<file path="config.mk">
export PLATFORM = sky130hd
export DESIGN_NAME = tlb_page_table_translate
export DESIGN_NICKNAME = d
export VERILOG_FILES = /design/src/design/tpt_pkg.sv /design/src/design/tpt_ram.sv /design/src/design/tpt_tlb.sv /design/src/design/tlb_page_table_translate.sv
export SDC_FILE = /design/constraint.sdc
export NUM_CORES = 2
export LEC_CHECK = 0
export BUFFER_PORTS_ARGS = -buffer_cell sky130_fd_sc_hd__buf_2
export CAP_MARGIN = 40
export CORE_ASPECT_RATIO = 0.5
export CORE_MARGIN = 3
export CORE_UTILIZATION = 30
export DETAILED_ROUTE_END_ITERATION = 12
export GPL_ROUTABILITY_DRIVEN = 0
export PLACE_DENSITY = 0.48
export SYNTH_ARGS = -nofsm -noshare
export SYNTH_HDL_FRONTEND = slang
export SYNTH_HIERARCHICAL = 1
export SYNTH_SLANG_ARGS = --single-unit
</file>
<file path="constraint.sdc">
create_clock -name i_clk -period 11.15 [get_ports i_clk]
set_clock_uncertainty 0.1 [all_clocks]
set_input_delay 2.23 -clock i_clk [delete_from_list [all_inputs] [get_ports i_clk]]
set_output_delay 2.23 -clock i_clk [all_outputs]
set_load 0.02 [all_outputs]
</file>
<file path="src/design/tpt_pkg.sv">
`timescale 1ns / 1ps
// ----------------------------------------------------------------------------
// tpt_pkg
// Shared types and sizes for the TLB / page table translation block.
// ----------------------------------------------------------------------------
package tpt_pkg;

    localparam int TLB_ENTRIES = 16;
    localparam int PAGE_COUNT  = 256;
    localparam int PAGE_BYTES  = 256;

    localparam int VA_W     = 16;
    localparam int FRAME_W  = 8;
    localparam int OFFSET_W = $clog2(PAGE_BYTES);
    localparam int PAGE_W   = $clog2(PAGE_COUNT);
    localparam int TLB_IDX_W = $clog2(TLB_ENTRIES);
    // frame counter saturates one past the largest 8-bit frame
    localparam int FREE_W   = FRAME_W + 1;
    localparam logic [FREE_W-1:0] FREE_LIMIT = FREE_W'(1 << FRAME_W);

    typedef enum logic {
        ST_IDLE,
        ST_RESOLVE
    } t_state;

    typedef struct packed {
        logic               hit;
        logic [FRAME_W-1:0] frame;
    } t_tlb_lookup;

    typedef struct packed {
        logic               en;
        logic [PAGE_W-1:0]  page;
        logic [FRAME_W-1:0] frame;
    } t_tlb_fill;

endpackage

</file>
<file path="src/design/tpt_ram.sv">
`timescale 1ns / 1ps
// ----------------------------------------------------------------------------
// tpt_ram
// Single-port-write, single-port-read synchronous RAM, registered read data.
// ----------------------------------------------------------------------------
module tpt_ram #(
    parameter int DATA_W = 8,
    parameter int DEPTH  = 256
) (
    input  logic                     i_clk,
    input  logic                     i_wr_en,
    input  logic [$clog2(DEPTH)-1:0] i_wr_addr,
    input  logic [DATA_W-1:0]        i_wr_data,
    input  logic                     i_rd_en,
    input  logic [$clog2(DEPTH)-1:0] i_rd_addr,
    output logic [DATA_W-1:0]        o_rd_data
);

    logic [DATA_W-1:0] r_mem [DEPTH];
    logic [DATA_W-1:0] r_rd_data;

    always_ff @(posedge i_clk) begin
        if (i_wr_en) begin
            r_mem[i_wr_addr] <= i_wr_data;
        end
    end

    // read data holds until the next enabled read
    always_ff @(posedge i_clk) begin
        if (i_rd_en) begin
            r_rd_data <= r_mem[i_rd_addr];
        end
    end

    assign o_rd_data = r_rd_data;

endmodule

</file>
<file path="src/design/tpt_tlb.sv">
`timescale 1ns / 1ps
// ----------------------------------------------------------------------------
// tpt_tlb
// Fully associative TLB with parallel tag compare and FIFO slot replacement.
// ----------------------------------------------------------------------------
module tpt_tlb (
    input  logic                        i_clk,
    input  logic                        i_rst_n,
    input  logic [tpt_pkg::PAGE_W-1:0]  i_page,
    input  tpt_pkg::t_tlb_fill          i_fill,
    output tpt_pkg::t_tlb_lookup        o_lookup
);

    logic [tpt_pkg::PAGE_W-1:0]    r_tag   [tpt_pkg::TLB_ENTRIES];
    logic [tpt_pkg::FRAME_W-1:0]   r_frame [tpt_pkg::TLB_ENTRIES];
    logic [tpt_pkg::TLB_ENTRIES-1:0] r_valid;
    logic [tpt_pkg::TLB_IDX_W-1:0] r_slot;
    logic [tpt_pkg::TLB_IDX_W-1:0] n_slot;

    // lowest matching index wins: scan from the top down
    always_comb begin
        o_lookup.hit   = 1'b0;
        o_lookup.frame = '0;
        for (int i = tpt_pkg::TLB_ENTRIES - 1; i >= 0; i--) begin
            if (r_valid[i] && (r_tag[i] == i_page)) begin
                o_lookup.hit   = 1'b1;
                o_lookup.frame = r_frame[i];
            end
        end
    end

    always_comb begin
        if (r_slot == tpt_pkg::TLB_IDX_W'(tpt_pkg::TLB_ENTRIES - 1)) begin
            n_slot = '0;
        end else begin
            n_slot = r_slot + 1'b1;
        end
    end

    always_ff @(posedge i_clk) begin
        if (!i_rst_n) begin
            r_valid <= '0;
            r_slot  <= '0;
        end else if (i_fill.en) begin
            r_valid[r_slot] <= 1'b1;
            r_slot          <= n_slot;
        end
    end

    always_ff @(posedge i_clk) begin
        if (i_fill.en) begin
            r_tag[r_slot]   <= i_fill.page;
            r_frame[r_slot] <= i_fill.frame;
        end
    end

endmodule

</file>
<file path="src/design/tlb_page_table_translate.sv">
`timescale 1ns / 1ps
// ----------------------------------------------------------------------------
// tlb_page_table_translate
// Virtual-to-physical translation through a TLB backed by a page table.
// ----------------------------------------------------------------------------
// Input channel: i_in_valid / o_in_stall with i_virtual_address. A transfer
// happens on a clock edge with valid high and stall low.
// Output channel: o_out_valid / i_out_stall with physical address, frame,
// TLB-hit and page-fault flags; one result per address, in order.
// Timing: an address is taken in the idle state, the page-table RAM is read
// at that edge, and the resolve state then compares the TLB, resolves the
// frame, writes back the page table / TLB and loads the output register.
// No new address is taken until the resolve step is done; this is set by
// the registered read of the page-table RAM.
// The output register lets a new address be taken while a result waits;
// if the receiver stalls and the output register is still full, the
// resolve step holds until it drains.
// Reset (synchronous, active low) clears TLB valid bits, the fill slot,
// the page-mapped bits and the free-frame counter; no clearing pass is
// needed, the page-table RAM read data is used only for mapped pages.
// ----------------------------------------------------------------------------
module tlb_page_table_translate (
    input  logic                         i_clk,
    input  logic                         i_rst_n,
    input  logic                         i_in_valid,
    output logic                         o_in_stall,
    input  logic [tpt_pkg::VA_W-1:0]     i_virtual_address,
    output logic                         o_out_valid,
    input  logic                         i_out_stall,
    output logic [tpt_pkg::VA_W-1:0]     o_physical_address,
    output logic [tpt_pkg::FRAME_W-1:0]  o_frame_number,
    output logic                         o_tlb_hit,
    output logic                         o_page_fault
);

    tpt_pkg::t_state r_state;
    tpt_pkg::t_state n_state;

    logic [tpt_pkg::PAGE_W-1:0]   r_page;
    logic [tpt_pkg::OFFSET_W-1:0] r_offset;
    logic [tpt_pkg::PAGE_COUNT-1:0] r_page_mapped;
    logic [tpt_pkg::FREE_W-1:0]   r_next_free;

    logic                         r_out_valid;
    logic [tpt_pkg::VA_W-1:0]     r_out_pa;
    logic [tpt_pkg::FRAME_W-1:0]  r_out_frame;
    logic                         r_out_hit;
    logic                         r_out_fault;

    logic                         in_xfer;
    logic                         resolve_go;
    logic [tpt_pkg::PAGE_W-1:0]   in_page;
    logic [tpt_pkg::FRAME_W-1:0]  pt_rd_data;
    logic                         mapped;
    logic                         fault;
    logic [tpt_pkg::FRAME_W-1:0]  frame;
    logic [tpt_pkg::FRAME_W-1:0]  new_frame;
    logic [23:0]                  pa_full;

    tpt_pkg::t_tlb_lookup tlb_lookup;
    tpt_pkg::t_tlb_fill   tlb_fill;

    assign in_page = i_virtual_address[tpt_pkg::OFFSET_W +: tpt_pkg::PAGE_W];
    assign in_xfer = i_in_valid && !o_in_stall;

    // next state
    always_comb begin
        n_state = r_state;
        case (r_state)
            tpt_pkg::ST_IDLE: begin
                if (in_xfer) begin
                    n_state = tpt_pkg::ST_RESOLVE;
                end
            end
            tpt_pkg::ST_RESOLVE: begin
                if (resolve_go) begin
                    n_state = tpt_pkg::ST_IDLE;
                end
            end
            default: n_state = tpt_pkg::ST_IDLE;
        endcase
    end

    // state outputs
    always_comb begin
        o_in_stall = 1'b1;
        resolve_go = 1'b0;
        case (r_state)
            tpt_pkg::ST_IDLE: begin
                o_in_stall = 1'b0;
            end
            tpt_pkg::ST_RESOLVE: begin
                resolve_go = !r_out_valid || !i_out_stall;
            end
            default: begin
                o_in_stall = 1'b1;
            end
        endcase
    end

    tpt_ram #(
        .DATA_W (tpt_pkg::FRAME_W),
        .DEPTH  (tpt_pkg::PAGE_COUNT)
    ) u_page_table (
        .i_clk     (i_clk),
        .i_wr_en   (resolve_go && fault),
        .i_wr_addr (r_page),
        .i_wr_data (new_frame),
        .i_rd_en   (in_xfer),
        .i_rd_addr (in_page),
        .o_rd_data (pt_rd_data)
    );

    tpt_tlb u_tlb (
        .i_clk    (i_clk),
        .i_rst_n  (i_rst_n),
        .i_page   (r_page),
        .i_fill   (tlb_fill),
        .o_lookup (tlb_lookup)
    );

    // writes land at the resolve edge, before the next read can be issued
    assign mapped    = r_page_mapped[r_page];
    assign fault     = !tlb_lookup.hit && !mapped;
    assign new_frame = r_next_free[tpt_pkg::FRAME_W-1:0];

    always_comb begin
        if (tlb_lookup.hit) begin
            frame = tlb_lookup.frame;
        end else if (mapped) begin
            frame = pt_rd_data;
        end else begin
            frame = new_frame;
        end
    end

    assign pa_full = (24'(frame) << tpt_pkg::OFFSET_W) | 24'(r_offset);

    assign tlb_fill.en    = resolve_go && !tlb_lookup.hit;
    assign tlb_fill.page  = r_page;
    assign tlb_fill.frame = frame;

    always_ff @(posedge i_clk) begin
        if (!i_rst_n) begin
            r_state       <= tpt_pkg::ST_IDLE;
            r_page_mapped <= '0;
            r_next_free   <= '0;
            r_out_valid   <= 1'b0;
        end else begin
            r_state <= n_state;
            if (resolve_go && fault) begin
                r_page_mapped[r_page] <= 1'b1;
                if (r_next_free < tpt_pkg::FREE_LIMIT) begin
                    r_next_free <= r_next_free + 1'b1;
                end
            end
            if (resolve_go) begin
                r_out_valid <= 1'b1;
            end else if (!i_out_stall) begin
                r_out_valid <= 1'b0;
            end
        end
    end

    always_ff @(posedge i_clk) begin
        if (in_xfer) begin
            r_page   <= in_page;
            r_offset <= i_virtual_address[tpt_pkg::OFFSET_W-1:0];
        end
        if (resolve_go) begin
            r_out_pa    <= pa_full[tpt_pkg::VA_W-1:0];
            r_out_frame <= frame;
            r_out_hit   <= tlb_lookup.hit;
            r_out_fault <= fault;
        end
    end

    assign o_out_valid        = r_out_valid;
    assign o_physical_address = r_out_pa;
    assign o_frame_number     = r_out_frame;
    assign o_tlb_hit          = r_out_hit;
    assign o_page_fault       = r_out_fault;

`ifndef ASSERT_OFF
    a_hit_no_fault: assert property (@(posedge i_clk) disable iff (!i_rst_n)
        o_out_valid |-> !(o_tlb_hit && o_page_fault))
        else $error("hit and fault flagged together");

    a_accept_blocks: assert property (@(posedge i_clk) disable iff (!i_rst_n)
        in_xfer |=> o_in_stall)
        else $error("second address taken during resolve");

    a_resolve_loads: assert property (@(posedge i_clk) disable iff (!i_rst_n)
        resolve_go |=> (o_out_valid && (r_state == tpt_pkg::ST_IDLE)))
        else $error("resolved result not presented");

    a_fault_maps: assert property (@(posedge i_clk) disable iff (!i_rst_n)
        (resolve_go && fault) |=> r_page_mapped[$past(r_page)])
        else $error("faulting page left unmapped");
`endif

endmodule
</file>
==> metrics <==
clk_lat worst skew=0.87 ns; maximum clock rate=around 0.14 GHz; Slowest-stage cell, CP=nor4_1; Top delay family on crit path=simple AND/OR/NAND/NOR gates; number of vias per cell=between 5 and 6; Core Region=339900 µm²; status=finished, final reports clean; setup bufs post-CTS=0; flops & latches, synth=2633; CTS Hold Bufs=0; cell area power density=172.6 nW/µm²; most common cell after layout, fill and taps aside=edfxtp_1; CP max FO=100; Distinct cells, synth=83; Cell Rows=roughly 150; P&R area growth vs syn=13.88%; worst flop-to-flop path startpoint=r_page[0]$_DFFE_PP_; antenna violations before repair=8; CP bufs+invs=4; deepest clock path buffer count=4; clock transition at the registers of the reported paths=0.06 ns; setup repair after global routing missed its margin=false; first-pass GRT wire length=406500 µm; HPWL after detailed placement=168200 µm; grt total ovfl=0; crit path launch=r_page[0]$_DFFE_PP_; clock sinks=2633; Crit path largest cell delay=0.74 ns; drt wl/cell=around 27 µm; Slew Limit Fails=0; fraction of layout cells with a size suffix above 1=0.1971; Die H=420.1 µm; final setup fails=0; yosys warns=6; H-tree lvl count=5; register area share after synthesis=0.7406; Die Area=350400 µm²; Global Route Usage Sum=0.1578; nets=5880; Cells after Synth=approximately 5700; CP Launch Type=flip-flop; CP Data Required Time=11.52 ns; mean area per synthesized cell=about 18 µm²; number of flops mapped to enable cells by yosys=2346; post-CTS resize count=0; worst hold path type=flip-flop to flip-flop; CP Capture Type=flip-flop; Buffers on Ports=47; ys flop type=edfxtp_1; crit path DAT=about 7.3 ns; slew of the pin with the lowest slew margin=1.124 ns; final setup TNS=0 ns; Pre-Repair DR Iteration Count=6; Max-slew headroom=0.2509; area post-placement=108800 µm²; Post-DRT Antenna Nets=0; syn nets=5722; I/O pin count=48; critical-path cell list=buf_12 -> mux4_2 -> a22oi_1 -> a21oi_1 -> nor4_1 -> o22ai_1 -> nor2_2 -> inv_1 -> nor2_2 -> buf_4 -> nand3_2 -> buf_4 -> nor2_1; Async SR Flop Fraction=0; residual DRC count=0; post-route cell area=117200 µm²; Hold Path Origin=r_offset[0]$_DFFE_PP_; CTS tree=built; final worst path period need=~6.9 ns; leak pwr=0.03398 µW; Die X-Extent=834.2 µm; most frequent cells in the layout=2346 x edfxtp_1, 518 x mux4_2, 404 x nand2_1, 340 x nor2_1, 279 x dfxtp_1; Via Count=between 50000 and 60000; final WL=282700 µm; Worst VDD drop=around 0.12 mV; starting DRC count in detailed routing=5819; root buffer cell=clkbuf_16; Final period util=0.6228; Synth Cell Area=slightly above 100000 µm²; max cap viols=0; vias in the first global route=53610; final core occ=0.3447; Initial Util=0.3027; Worst Setup Path Type=flip-flop to flip-flop; Hold Vio Cnt, Final=0; largest net degree at the start of global routing=180; TritonCTS buffer count=between 200 and 300
-- power breakdown --
group	internal, µW	switching [µW]	leakage, µW
clock	5000	3750	0.00407
sequential	10700	23.7	0.0220
combinational	232	542	0.00794
total	15900	4310	0.0340
-- state kept, by name, summed over array words and instances, names as in the netlist, 9 cells and up --
signal,cells
o_physical_address,16
u_tlb/r_valid,16
u_page_table/r_mem,2048
r_page_mapped,256
u_tlb/r_frame,128
r_next_free,9
u_tlb/r_tag,128
-- cell families (layout without fill, tap and decap cells) --
family | Yosys count | in the layout | share of synthesized area
other | 0 | 8 | 0
adders and majority gates | 5 | 5 | 0.0006081
AOI/OAI and AO/OA | 812 | 812 | 0.05041
and+or+nand+nor | 1073 | 1073 | 0.04713
buffers and inverters | 374 | 719 | 0.02159
xor gates and xnor gates | 132 | 132 | 0.01131
muxes | 668 | 668 | 0.1283
DFF | 2633 | 2633 | 0.7406
-- layer usage --
metal / global-route usage / wire (µm)
met5: 0 / 0
met1: 0.2333 / 131700
met4: 0.03625 / 6143
met3: 0.02119 / 14440
met2: 0.2481 / 130400
-- synthesized netlist by cell type, drive strengths merged, types with 4 or more instances --
cell type | count | area share
a2111oi | 5 | 0.00051
a211oi | 22 | 0.0016
a21boi | 4 | 0.00029
a21o | 6 | 0.00044
a21oi | 140 | 0.0068
a221oi | 22 | 0.0019
a222oi | 5 | 0.00049
a22o | 9 | 0.00077
a22oi | 165 | 0.012
a31oi | 5 | 0.00030
and2 | 29 | 0.0018
and3 | 12 | 0.00073
buf | 170 | 0.014
clkbuf | 191 | 0.0070
dfxtp | 287 | 0.056
edfxtp | 2346 | 0.68
ha | 5 | 0.00061
inv | 11 | 0.00040
mux2i | 147 | 0.014
mux4 | 520 | 0.11
nand2 | 405 | 0.015
nand2b | 18 | 0.0011
nand3 | 66 | 0.0032
nand3b | 4 | 0.00029
nand4 | 34 | 0.0021
nor2 | 348 | 0.013
nor2b | 37 | 0.0023
nor3 | 46 | 0.0029
nor3b | 9 | 0.00066
nor4 | 35 | 0.0023
o211ai | 24 | 0.0018
o21a | 16 | 0.0012
o21ai | 280 | 0.014
o221ai | 53 | 0.0046
o22a | 5 | 0.00043
o22ai | 31 | 0.0019
o32ai | 6 | 0.00058
or2 | 6 | 0.00036
or3 | 11 | 0.00067
xnor2 | 117 | 0.010
xor2 | 15 | 0.0013
-- layout make-up --
type                    instances  area [µm²]
fillers                     32090      222700
flip-flops and latches       2633       76220
multi-input cells            2690       24610
clock buffers                 347        7326
well taps                    4513        5647
repair buffers                246        2313
clock inverters               113       969.7
inverters                      13       48.80
diodes                          8       20.02
-- stage by stage --
| step | instances | power [µW] | hold WS (ns) | worst slack [ns] |
|---|---|---|---|---|
| final | 10560 | 20220 | 0.3227 | 4.206 |
| after global routing | 10560 | 20920 | 0.3301 | 3.825 |
| after CTS | 10550 | 20490 | 0.3263 | 4.248 |
| after detailed placement | 10090 | 11700 | 0.3075 | 4.287 |
| after global placement | 10030 | 11680 | 0.3002 | 4.098 |
| after floorplan | 5697 | 11390 | 0.3003 | 4.979 |
-- worst paths after layout --
kind / to / slack, ns / cells past startpoint
max: u_page_table/r_mem[176][3]$_DFFE_PP_ / 4.21 / 13
min: o_physical_address[0]$_DFFE_PP_ / 0.32 / 0
max reg2reg: u_page_table/r_mem[176][3]$_DFFE_PP_ / 4.21 / 13
min reg2reg: o_physical_address[0]$_DFFE_PP_ / 0.32 / 0
Power figures use the tool's default switching activity.
